==> src/rtl/core/voxel_block_majority_downsample_top_assert.svh <==
// Assertion macros shared by the voxel block majority downsampler.
// Each use expects clk_i and rst_ni in the enclosing module.
`ifndef VOXEL_BLOCK_MAJORITY_DOWNSAMPLE_TOP_ASSERT_SVH
`define VOXEL_BLOCK_MAJORITY_DOWNSAMPLE_TOP_ASSERT_SVH

// Same-cycle implication.
`define VBMD_ASSERT_HOLDS(name, ante, cons, msg) \
  name: assert property (@(posedge clk_i) disable iff (!rst_ni) (ante) |-> (cons)) \
    else $error(msg);

// Next-cycle implication.
`define VBMD_ASSERT_NEXT(name, ante, cons, msg) \
  name: assert property (@(posedge clk_i) disable iff (!rst_ni) (ante) |=> (cons)) \
    else $error(msg);

`endif

==> src/rtl/core/vbmd_pkg.sv <==
package vbmd_pkg;

  localparam int unsigned Divisor          = 2;
  localparam int unsigned NumVoxels        = Divisor * Divisor * Divisor;
  localparam int unsigned VoxelW           = 8;
  localparam int unsigned LabelBitsDefault = 8;
  localparam int unsigned CntW             = $clog2(NumVoxels + 1);
  // winners left after the first reduction stage
  localparam int unsigned FirstReduceOut   = 2;

  typedef logic [VoxelW-1:0] label_t;
  typedef logic [CntW-1:0]   cnt_t;

  // True when the candidate (label, count) displaces the current best:
  // higher count wins; on equal counts a nonzero label beats zero and the
  // smaller nonzero label wins.
  function automatic logic beats(label_t cand_lab, cnt_t cand_cnt,
                                 label_t best_lab, cnt_t best_cnt);
    logic res;
    if (cand_cnt != best_cnt) begin
      res = (cand_cnt > best_cnt);
    end else if (cand_lab == '0) begin
      res = 1'b0;
    end else if (best_lab == '0) begin
      res = 1'b1;
    end else begin
      res = (cand_lab < best_lab);
    end
    return res;
  endfunction

endpackage

==> src/rtl/core/vbmd_count.sv <==
// Occurrence count of each voxel label within its block, one register stage.
module vbmd_count #(
  parameter int unsigned LabelW = vbmd_pkg::VoxelW
) (
  input  logic                  clk_i,
  input  logic                  rst_ni,
  input  logic                  valid_i,
  output logic                  stall_o,
  input  logic [LabelW-1:0]     label_i [vbmd_pkg::NumVoxels],
  output logic                  valid_o,
  input  logic                  stall_i,
  output logic [LabelW-1:0]     label_o [vbmd_pkg::NumVoxels],
  output vbmd_pkg::cnt_t        cnt_o   [vbmd_pkg::NumVoxels]
);

  logic           valid_q;
  logic [LabelW-1:0] label_q [vbmd_pkg::NumVoxels];
  vbmd_pkg::cnt_t cnt_d   [vbmd_pkg::NumVoxels];
  vbmd_pkg::cnt_t cnt_q   [vbmd_pkg::NumVoxels];

  // hold while a result sits here and downstream is stalled
  assign stall_o = valid_q && stall_i;

  always_comb begin
    for (int i = 0; i < vbmd_pkg::NumVoxels; i++) begin
      cnt_d[i] = '0;
      for (int j = 0; j < vbmd_pkg::NumVoxels; j++) begin
        cnt_d[i] = cnt_d[i] + vbmd_pkg::cnt_t'(label_i[i] == label_i[j]);
      end
    end
  end

  always_ff @(posedge clk_i or negedge rst_ni) begin
    if (!rst_ni) begin
      valid_q <= 1'b0;
    end else if (!stall_o) begin
      valid_q <= valid_i;
    end
  end

  always_ff @(posedge clk_i) begin
    if (valid_i && !stall_o) begin
      label_q <= label_i;
      cnt_q   <= cnt_d;
    end
  end

  assign valid_o = valid_q;
  assign label_o = label_q;
  assign cnt_o   = cnt_q;

endmodule

==> src/rtl/core/vbmd_reduce.sv <==
// Pick the winning (label, count) of each group of inputs, one register stage.
module vbmd_reduce #(
  parameter int unsigned LabelW = vbmd_pkg::VoxelW,
  parameter int unsigned InN    = vbmd_pkg::NumVoxels,
  parameter int unsigned OutN   = vbmd_pkg::FirstReduceOut
) (
  input  logic              clk_i,
  input  logic              rst_ni,
  input  logic              valid_i,
  output logic              stall_o,
  input  logic [LabelW-1:0] label_i [InN],
  input  vbmd_pkg::cnt_t    cnt_i   [InN],
  output logic              valid_o,
  input  logic              stall_i,
  output logic [LabelW-1:0] label_o [OutN],
  output vbmd_pkg::cnt_t    cnt_o   [OutN]
);

  localparam int unsigned GroupN = InN / OutN;

  logic              valid_q;
  logic [LabelW-1:0] label_d [OutN];
  logic [LabelW-1:0] label_q [OutN];
  vbmd_pkg::cnt_t    cnt_d   [OutN];
  vbmd_pkg::cnt_t    cnt_q   [OutN];

  assign stall_o = valid_q && stall_i;

  always_comb begin
    for (int g = 0; g < OutN; g++) begin
      label_d[g] = label_i[g * GroupN];
      cnt_d[g]   = cnt_i[g * GroupN];
      for (int k = 1; k < GroupN; k++) begin
        if (vbmd_pkg::beats(vbmd_pkg::label_t'(label_i[g * GroupN + k]),
                            cnt_i[g * GroupN + k],
                            vbmd_pkg::label_t'(label_d[g]), cnt_d[g])) begin
          label_d[g] = label_i[g * GroupN + k];
          cnt_d[g]   = cnt_i[g * GroupN + k];
        end
      end
    end
  end

  always_ff @(posedge clk_i or negedge rst_ni) begin
    if (!rst_ni) begin
      valid_q <= 1'b0;
    end else if (!stall_o) begin
      valid_q <= valid_i;
    end
  end

  always_ff @(posedge clk_i) begin
    if (valid_i && !stall_o) begin
      label_q <= label_d;
      cnt_q   <= cnt_d;
    end
  end

  assign valid_o = valid_q;
  assign label_o = label_q;
  assign cnt_o   = cnt_q;

endmodule

==> src/rtl/core/voxel_block_majority_downsample_top.sv <==
// Majority-vote 2x2x2 downsampler: each transfer carries the eight labels of
// one voxel block and yields one transfer with the most frequent label; on a
// tied count a nonzero label beats zero and the smallest nonzero label wins.
// Blocks are independent, so the pipeline takes one transfer per cycle while
// out_stall_i does not hold it; its stages are the input register, label count,
// 8-to-2 vote and 2-to-1 vote into the output register. Every stage holds
// its own valid bit and loads whenever it is empty or its successor moves, so
// bubbles collapse and a full pipe stalls in place; in_stall_o follows
// out_stall_i combinationally through that chain. LABEL_BITS masks the labels
// before comparison (labels beyond 8 bits are not possible on these ports).
`include "voxel_block_majority_downsample_top_assert.svh"

module voxel_block_majority_downsample_top #(
  parameter int unsigned LABEL_BITS = vbmd_pkg::LabelBitsDefault
) (
  input  logic                 clk_i,
  input  logic                 rst_ni,
  input  logic                 in_valid_i,
  output logic                 in_stall_o,
  input  vbmd_pkg::label_t     voxel_0_i,
  input  vbmd_pkg::label_t     voxel_1_i,
  input  vbmd_pkg::label_t     voxel_2_i,
  input  vbmd_pkg::label_t     voxel_3_i,
  input  vbmd_pkg::label_t     voxel_4_i,
  input  vbmd_pkg::label_t     voxel_5_i,
  input  vbmd_pkg::label_t     voxel_6_i,
  input  vbmd_pkg::label_t     voxel_7_i,
  output logic                 out_valid_o,
  input  logic                 out_stall_i,
  output vbmd_pkg::label_t     majority_label_o
);

  // compared label width: the field width caps the mask
  localparam int unsigned LabelW =
      (LABEL_BITS < vbmd_pkg::VoxelW) ? LABEL_BITS : vbmd_pkg::VoxelW;
  localparam int unsigned NumVox = vbmd_pkg::NumVoxels;
  localparam int unsigned MidN   = vbmd_pkg::FirstReduceOut;

  // Stage 1: input register with masked labels.
  logic              s1_valid_q;
  logic              s1_stall;
  logic [LabelW-1:0] s1_label_d [NumVox];
  logic [LabelW-1:0] s1_label_q [NumVox];

  // Stage 2: labels with their counts.
  logic              cnt_valid;
  logic              cnt_stall;
  logic [LabelW-1:0] cnt_label [NumVox];
  vbmd_pkg::cnt_t    cnt_cnt   [NumVox];

  // Stage 3: two group winners.
  logic              mid_valid;
  logic              mid_stall;
  logic [LabelW-1:0] mid_label [MidN];
  vbmd_pkg::cnt_t    mid_cnt   [MidN];

  // Stage 4: final winner, the output register.
  logic              fin_valid;
  logic              fin_stall;
  logic [LabelW-1:0] fin_label [1];
  vbmd_pkg::cnt_t    fin_cnt   [1];

  // drop bits above the label width
  always_comb begin
    s1_label_d[0] = voxel_0_i[LabelW-1:0];
    s1_label_d[1] = voxel_1_i[LabelW-1:0];
    s1_label_d[2] = voxel_2_i[LabelW-1:0];
    s1_label_d[3] = voxel_3_i[LabelW-1:0];
    s1_label_d[4] = voxel_4_i[LabelW-1:0];
    s1_label_d[5] = voxel_5_i[LabelW-1:0];
    s1_label_d[6] = voxel_6_i[LabelW-1:0];
    s1_label_d[7] = voxel_7_i[LabelW-1:0];
  end

  // hold the input stage only while it is full and the count stage is held
  assign s1_stall   = s1_valid_q && cnt_stall;
  assign in_stall_o = s1_stall;

  always_ff @(posedge clk_i or negedge rst_ni) begin
    if (!rst_ni) begin
      s1_valid_q <= 1'b0;
    end else if (!s1_stall) begin
      s1_valid_q <= in_valid_i;
    end
  end

  always_ff @(posedge clk_i) begin
    if (in_valid_i && !s1_stall) begin
      s1_label_q <= s1_label_d;
    end
  end

  vbmd_count #(
    .LabelW (LabelW)
  ) u_count (
    .clk_i   (clk_i),
    .rst_ni  (rst_ni),
    .valid_i (s1_valid_q),
    .stall_o (cnt_stall),
    .label_i (s1_label_q),
    .valid_o (cnt_valid),
    .stall_i (mid_stall),
    .label_o (cnt_label),
    .cnt_o   (cnt_cnt)
  );

  // groups of four voxels vote first
  vbmd_reduce #(
    .LabelW (LabelW),
    .InN    (NumVox),
    .OutN   (MidN)
  ) u_reduce_mid (
    .clk_i   (clk_i),
    .rst_ni  (rst_ni),
    .valid_i (cnt_valid),
    .stall_o (mid_stall),
    .label_i (cnt_label),
    .cnt_i   (cnt_cnt),
    .valid_o (mid_valid),
    .stall_i (fin_stall),
    .label_o (mid_label),
    .cnt_o   (mid_cnt)
  );

  // the two group winners meet in the output register
  vbmd_reduce #(
    .LabelW (LabelW),
    .InN    (MidN),
    .OutN   (1)
  ) u_reduce_fin (
    .clk_i   (clk_i),
    .rst_ni  (rst_ni),
    .valid_i (mid_valid),
    .stall_o (fin_stall),
    .label_i (mid_label),
    .cnt_i   (mid_cnt),
    .valid_o (fin_valid),
    .stall_i (out_stall_i),
    .label_o (fin_label),
    .cnt_o   (fin_cnt)
  );

  assign out_valid_o      = fin_valid;
  assign majority_label_o = vbmd_pkg::label_t'(fin_label[0]);

  // An empty output register must never back-pressure the input.
  `VBMD_ASSERT_HOLDS(a_empty_no_stall, !fin_valid, !in_stall_o,
                     "input stalled while the output register is empty")
  // An input item that advances must show up in the count stage.
  `VBMD_ASSERT_NEXT(a_s1_advance, s1_valid_q && !cnt_stall, cnt_valid,
                    "item lost between input and count stage")
  // Every voxel counts at least itself; the check looks at voxel 0.
  `VBMD_ASSERT_HOLDS(a_cnt_nonzero, cnt_valid, cnt_cnt[0] != '0,
                     "voxel count of zero in count stage")
  // A group winner never has a smaller count than the voxel it beat.
  `VBMD_ASSERT_NEXT(a_mid_winner, cnt_valid && !mid_stall,
                    mid_cnt[0] >= $past(cnt_cnt[0]),
                    "group winner count below a member count")
  // The final winner carries a nonzero count.
  `VBMD_ASSERT_HOLDS(a_fin_nonzero, fin_valid, fin_cnt[0] != '0,
                     "final winner with zero count")

endmodule
==> config.mk <==
export PLATFORM = sky130hd
export DESIGN_NAME = voxel_block_majority_downsample_top
export DESIGN_NICKNAME = d
export VERILOG_FILES = /design/src/rtl/core/vbmd_pkg.sv /design/src/rtl/core/vbmd_count.sv /design/src/rtl/core/vbmd_reduce.sv /design/src/rtl/core/voxel_block_majority_downsample_top.sv
export VERILOG_INCLUDE_DIRS = /design/src /design/src/rtl/core
export SDC_FILE = /design/constraint.sdc
export NUM_CORES = 1
export LEC_CHECK = 0
export BUFFER_PORTS_ARGS = -buffer_cell sky130_fd_sc_hd__buf_4
export CORE_MARGIN = 1
export CORE_UTILIZATION = 45
export DETAILED_ROUTE_END_ITERATION = 6
export PLACE_DENSITY = 0.69
export SYNTH_ARGS = -nofsm -noshare
export SYNTH_HDL_FRONTEND = slang
export SYNTH_SLANG_ARGS = --single-unit
==> constraint.sdc <==
create_clock -name clk_i -period 7.4 [get_ports clk_i]
set_input_delay 0.74 -clock clk_i [delete_from_list [all_inputs] [get_ports clk_i]]
set_output_delay 0.74 -clock clk_i [all_outputs]
set_load 0.02 [all_outputs]
==> results.toml <==
[power_and_ir_drop]
powerDensity_nw_per_um2 = 264
finalPower_w = 0.00394
ir_drop_uv = 174
power.leakage_nw = 6.15

[yosys]
synth_enable_flop_cells = 192
synth_common_cells = "192 x edfxtp_1, 152 x xor2_1, 127 x inv_1"
ys_seq_elements = 196
syn-cell-area_um2 = 13500
yosysMostFrequentCell = "edfxtp_1"
synth-seq-area-share_pct = 43.5
netlist_instances = 1222
synth.area.top_cells = "edfxtp_1 43%, xor2_1 9.9%, ha_1 9.6%"
avgSynthCellArea_um2 = 11.0
synth_top_flop_cell = "edfxtp_1"
yosysTopAreaCell = "edfxtp_1"
synth_nets = 1419
ys_types = 64
synthArstFlopShare_pct = 2.04
synth_top_area_share_pct = 42.7
yosys_warnings = 0

[clock_network]
htree_levels = 4
clk_pin_slew_ns = 0.08
cts-root-buf = "clkbuf_16"
cts_made_buffers = 17
cts_hold_buf = 0
cts_sinks = 196
cts_tree = "yes"
clkLatencyLatePin_ns = 0.45
postCtsSetupBuffers = 0
cts_resized = 0
cts.path.max_buffers = 2

[setup_path]
cp_max_fo = 25
critPathCaptureType = "flop"
path_delay_family = "compound AO/OA/AOI/OAI gates"
cp_num_buf_inv = 1
max_stage_delay_ns = 0.75
critPathSlowestCell = "a221oi_4"
worst_ep_arrival_time_ns = 7.04
critPathRequiredTime_ns = 7.60
path_common_cell = "o21ai_0"
crit_type = "flop to flop"
crit_chain = "ha_1 -> o21ai_0 -> o21ai_0 -> a211oi_2 -> a221oi_4 -> buf_4 -> mux2i_1 -> ha_1 -> a21o_1 -> o21ai_0 -> mux2_2 -> a21o_1 -> nor2_1 -> a21oi_1 -> ha_1 -> nor2b_1 -> o21a_1 -> o21a_1 -> o21ai_0 -> o311ai_4 -> a31oi_4 -> mux2_1"
crit_path_start_kind = "flop"

[timing]
fin_crit_sh_pct = 92.4
setup_viol = 0
fin_crit_ns = 6.84
hold_viol_final = 0
slew_headroom_pct = 25.2
finalSetupTns_ns = 0
finalMaxSlewViolations = 0
rsz0062_at_grt = "no"
max_clock_freq_mhz = 146
finalClockSkew_ns = 0.0112
worst_pin_slew_ns = 1.12

[finish]
final_cell_count_no_fill = 1654
nets = 1448
multi_input_area_um2 = 6880
area_growth_pct = 10.6
diodes = 0
drive_above_1_share_pct = 12.4
num-fill-cells = 2595
regArea_um2 = 5870
fin_area_um2 = 14900

[run]
maxCapViolations = 0

[route]
vias_per_cell = 5.51
wl_per_cell_um = 20.3
drtIter0Drc = 766
drc_errors = 0
ant_nets = 0
first_pass_iters = 7
finalWirelength_um = 33500
vias = 9117

[grt]
grt_usage_pct = 22.8
grt_remaining_overflow = 0
grt_pass1_vias = 9361
antenna_found_initial = 0
grt_start_max_net_pins = 72
grt_pass1_wl_um = 52300

[place]
placed_cells = 1621
port_buffers = 77
globalplace.congestion = 0.893
dp_hpwl_um = 24600
dpl_cell_area_um2 = 14300

[status]
status = "finished, final reports clean"

[floorplanning]
ioPinCount = 78
start_util_pct = 45.6
dieArea_um2 = 30700
die_y_um = 175
fp-row-count = 63
dieWidth_um = 175
core_um2 = 29600

[hold_path]
hp-class = "input pin to async pin"
worst paths after layout:
kind / startpoint / endpoint / cells past startpoint / slack [ns]
worst max-delay path: u_count.label_o[17]$_DFFE_PP_ / u_reduce_mid.cnt_o[0]$_DFFE_PP_ / 22 / 0.56
worst max register to register: u_count.label_o[17]$_DFFE_PP_ / u_reduce_mid.cnt_o[0]$_DFFE_PP_ / 22 / 0.56
worst min-delay path: rst_ni / s1_valid_q$_DFFE_PN0N_ / 1 / 0.08
min in group clk_i: voxel_4_i[2] / s1_label_q[26]$_DFFE_PP_ / 1 / 0.46
worst min register to register: u_reduce_mid.valid_o$_DFFE_PN0N_ / u_reduce_fin.valid_o$_DFFE_PN0N_ / 1 / 0.47
max in group asynchronous: rst_ni / u_reduce_mid.valid_o$_DFFE_PN0N_ / 1 / 7.23
power breakdown:
group | internal [W] | switching, W
Combinational | 0.000613 | 0.000746
Sequential | 0.00146 | 0.000214
Clock | 0.000474 | 0.000434
state kept, by name, indices dropped and copies added (netlist names):
name                  flops
u_reduce_mid.valid_o      1
u_count.label_o          64
u_reduce_mid.label_o     16
u_count.valid_o           1
u_reduce_fin.valid_o      1
u_count.cnt_o            32
u_reduce_fin.label_o      8
u_reduce_mid.cnt_o        8
s1_label_q               64
s1_valid_q                1
per-stage QoR:
step                      utilization, %  setup WS [ns]  hold slack (ns)
after floorplan                        -           1.74            0.424
after detailed placement            48.5          0.493            0.456
final                               50.5          0.559           0.0752
after global placement              48.5          0.631            0.453
after global routing                50.5          0.132           0.0618
after CTS                           50.4          0.414           0.0591
cells by family (layout without fill, tap and decap cells):
group / after synthesis / after routing / synth area share, %
and+or+nand+nor: 254 / 254 / 10.3
xor gates and xnor gates: 232 / 232 / 15.1
AOI/OAI and AO/OA: 153 / 154 / 7.66
muxes: 52 / 52 / 3.99
adders and majority gates: 132 / 132 / 13.6
DFF: 196 / 196 / 43.5
buffers and inverters: 203 / 244 / 5.83
placed cells by master (no fill, tap or decap), drive strengths merged, types with 8 or more instances in the layout:
master,count
mux2i,38
xnor2,80
mux2,14
nor2,61
o21a,10
a21o,9
buf,85
ha,103
a21oi,55
fa,26
clkbuf,18
o211ai,8
nand4,37
edfxtp,192
xor2,152
inv,134
o21ai,33
nor3,8
nor4,41
nand2b,12
nor2b,20
nand2,42
nand3,10
worst register-to-register path, delay by kind of cell, from the launching register on:
family                     cells  cell delay, ns
and+or+nand+nor                2            0.22
buffers and inverters          1            0.29
AOI/OAI and AO/OA             13            3.76
DFF                            1            0.51
muxes                          3            0.88
adders and majority gates      3            0.93
layer usage:
metal	vias up	GRT usage, %	routed length (um)
li1	4300	-	-
met1	4457	29.0	14600
met2	288	38.9	16300
met3	72	2.96	1710
met4	0	9.75	984
met5	-	0	0
cell type report:
type	instances	area share, %
Clock buffer	18	2.88
Multi-Input combinational cell	824	46.1
Tap cell	390	3.27
Timing Repair Buffer	85	4.28
Sequential cell	196	39.3
Clock inverter	14	0.940
Inverter	127	3.20
Power figures use the tool's default switching activity.
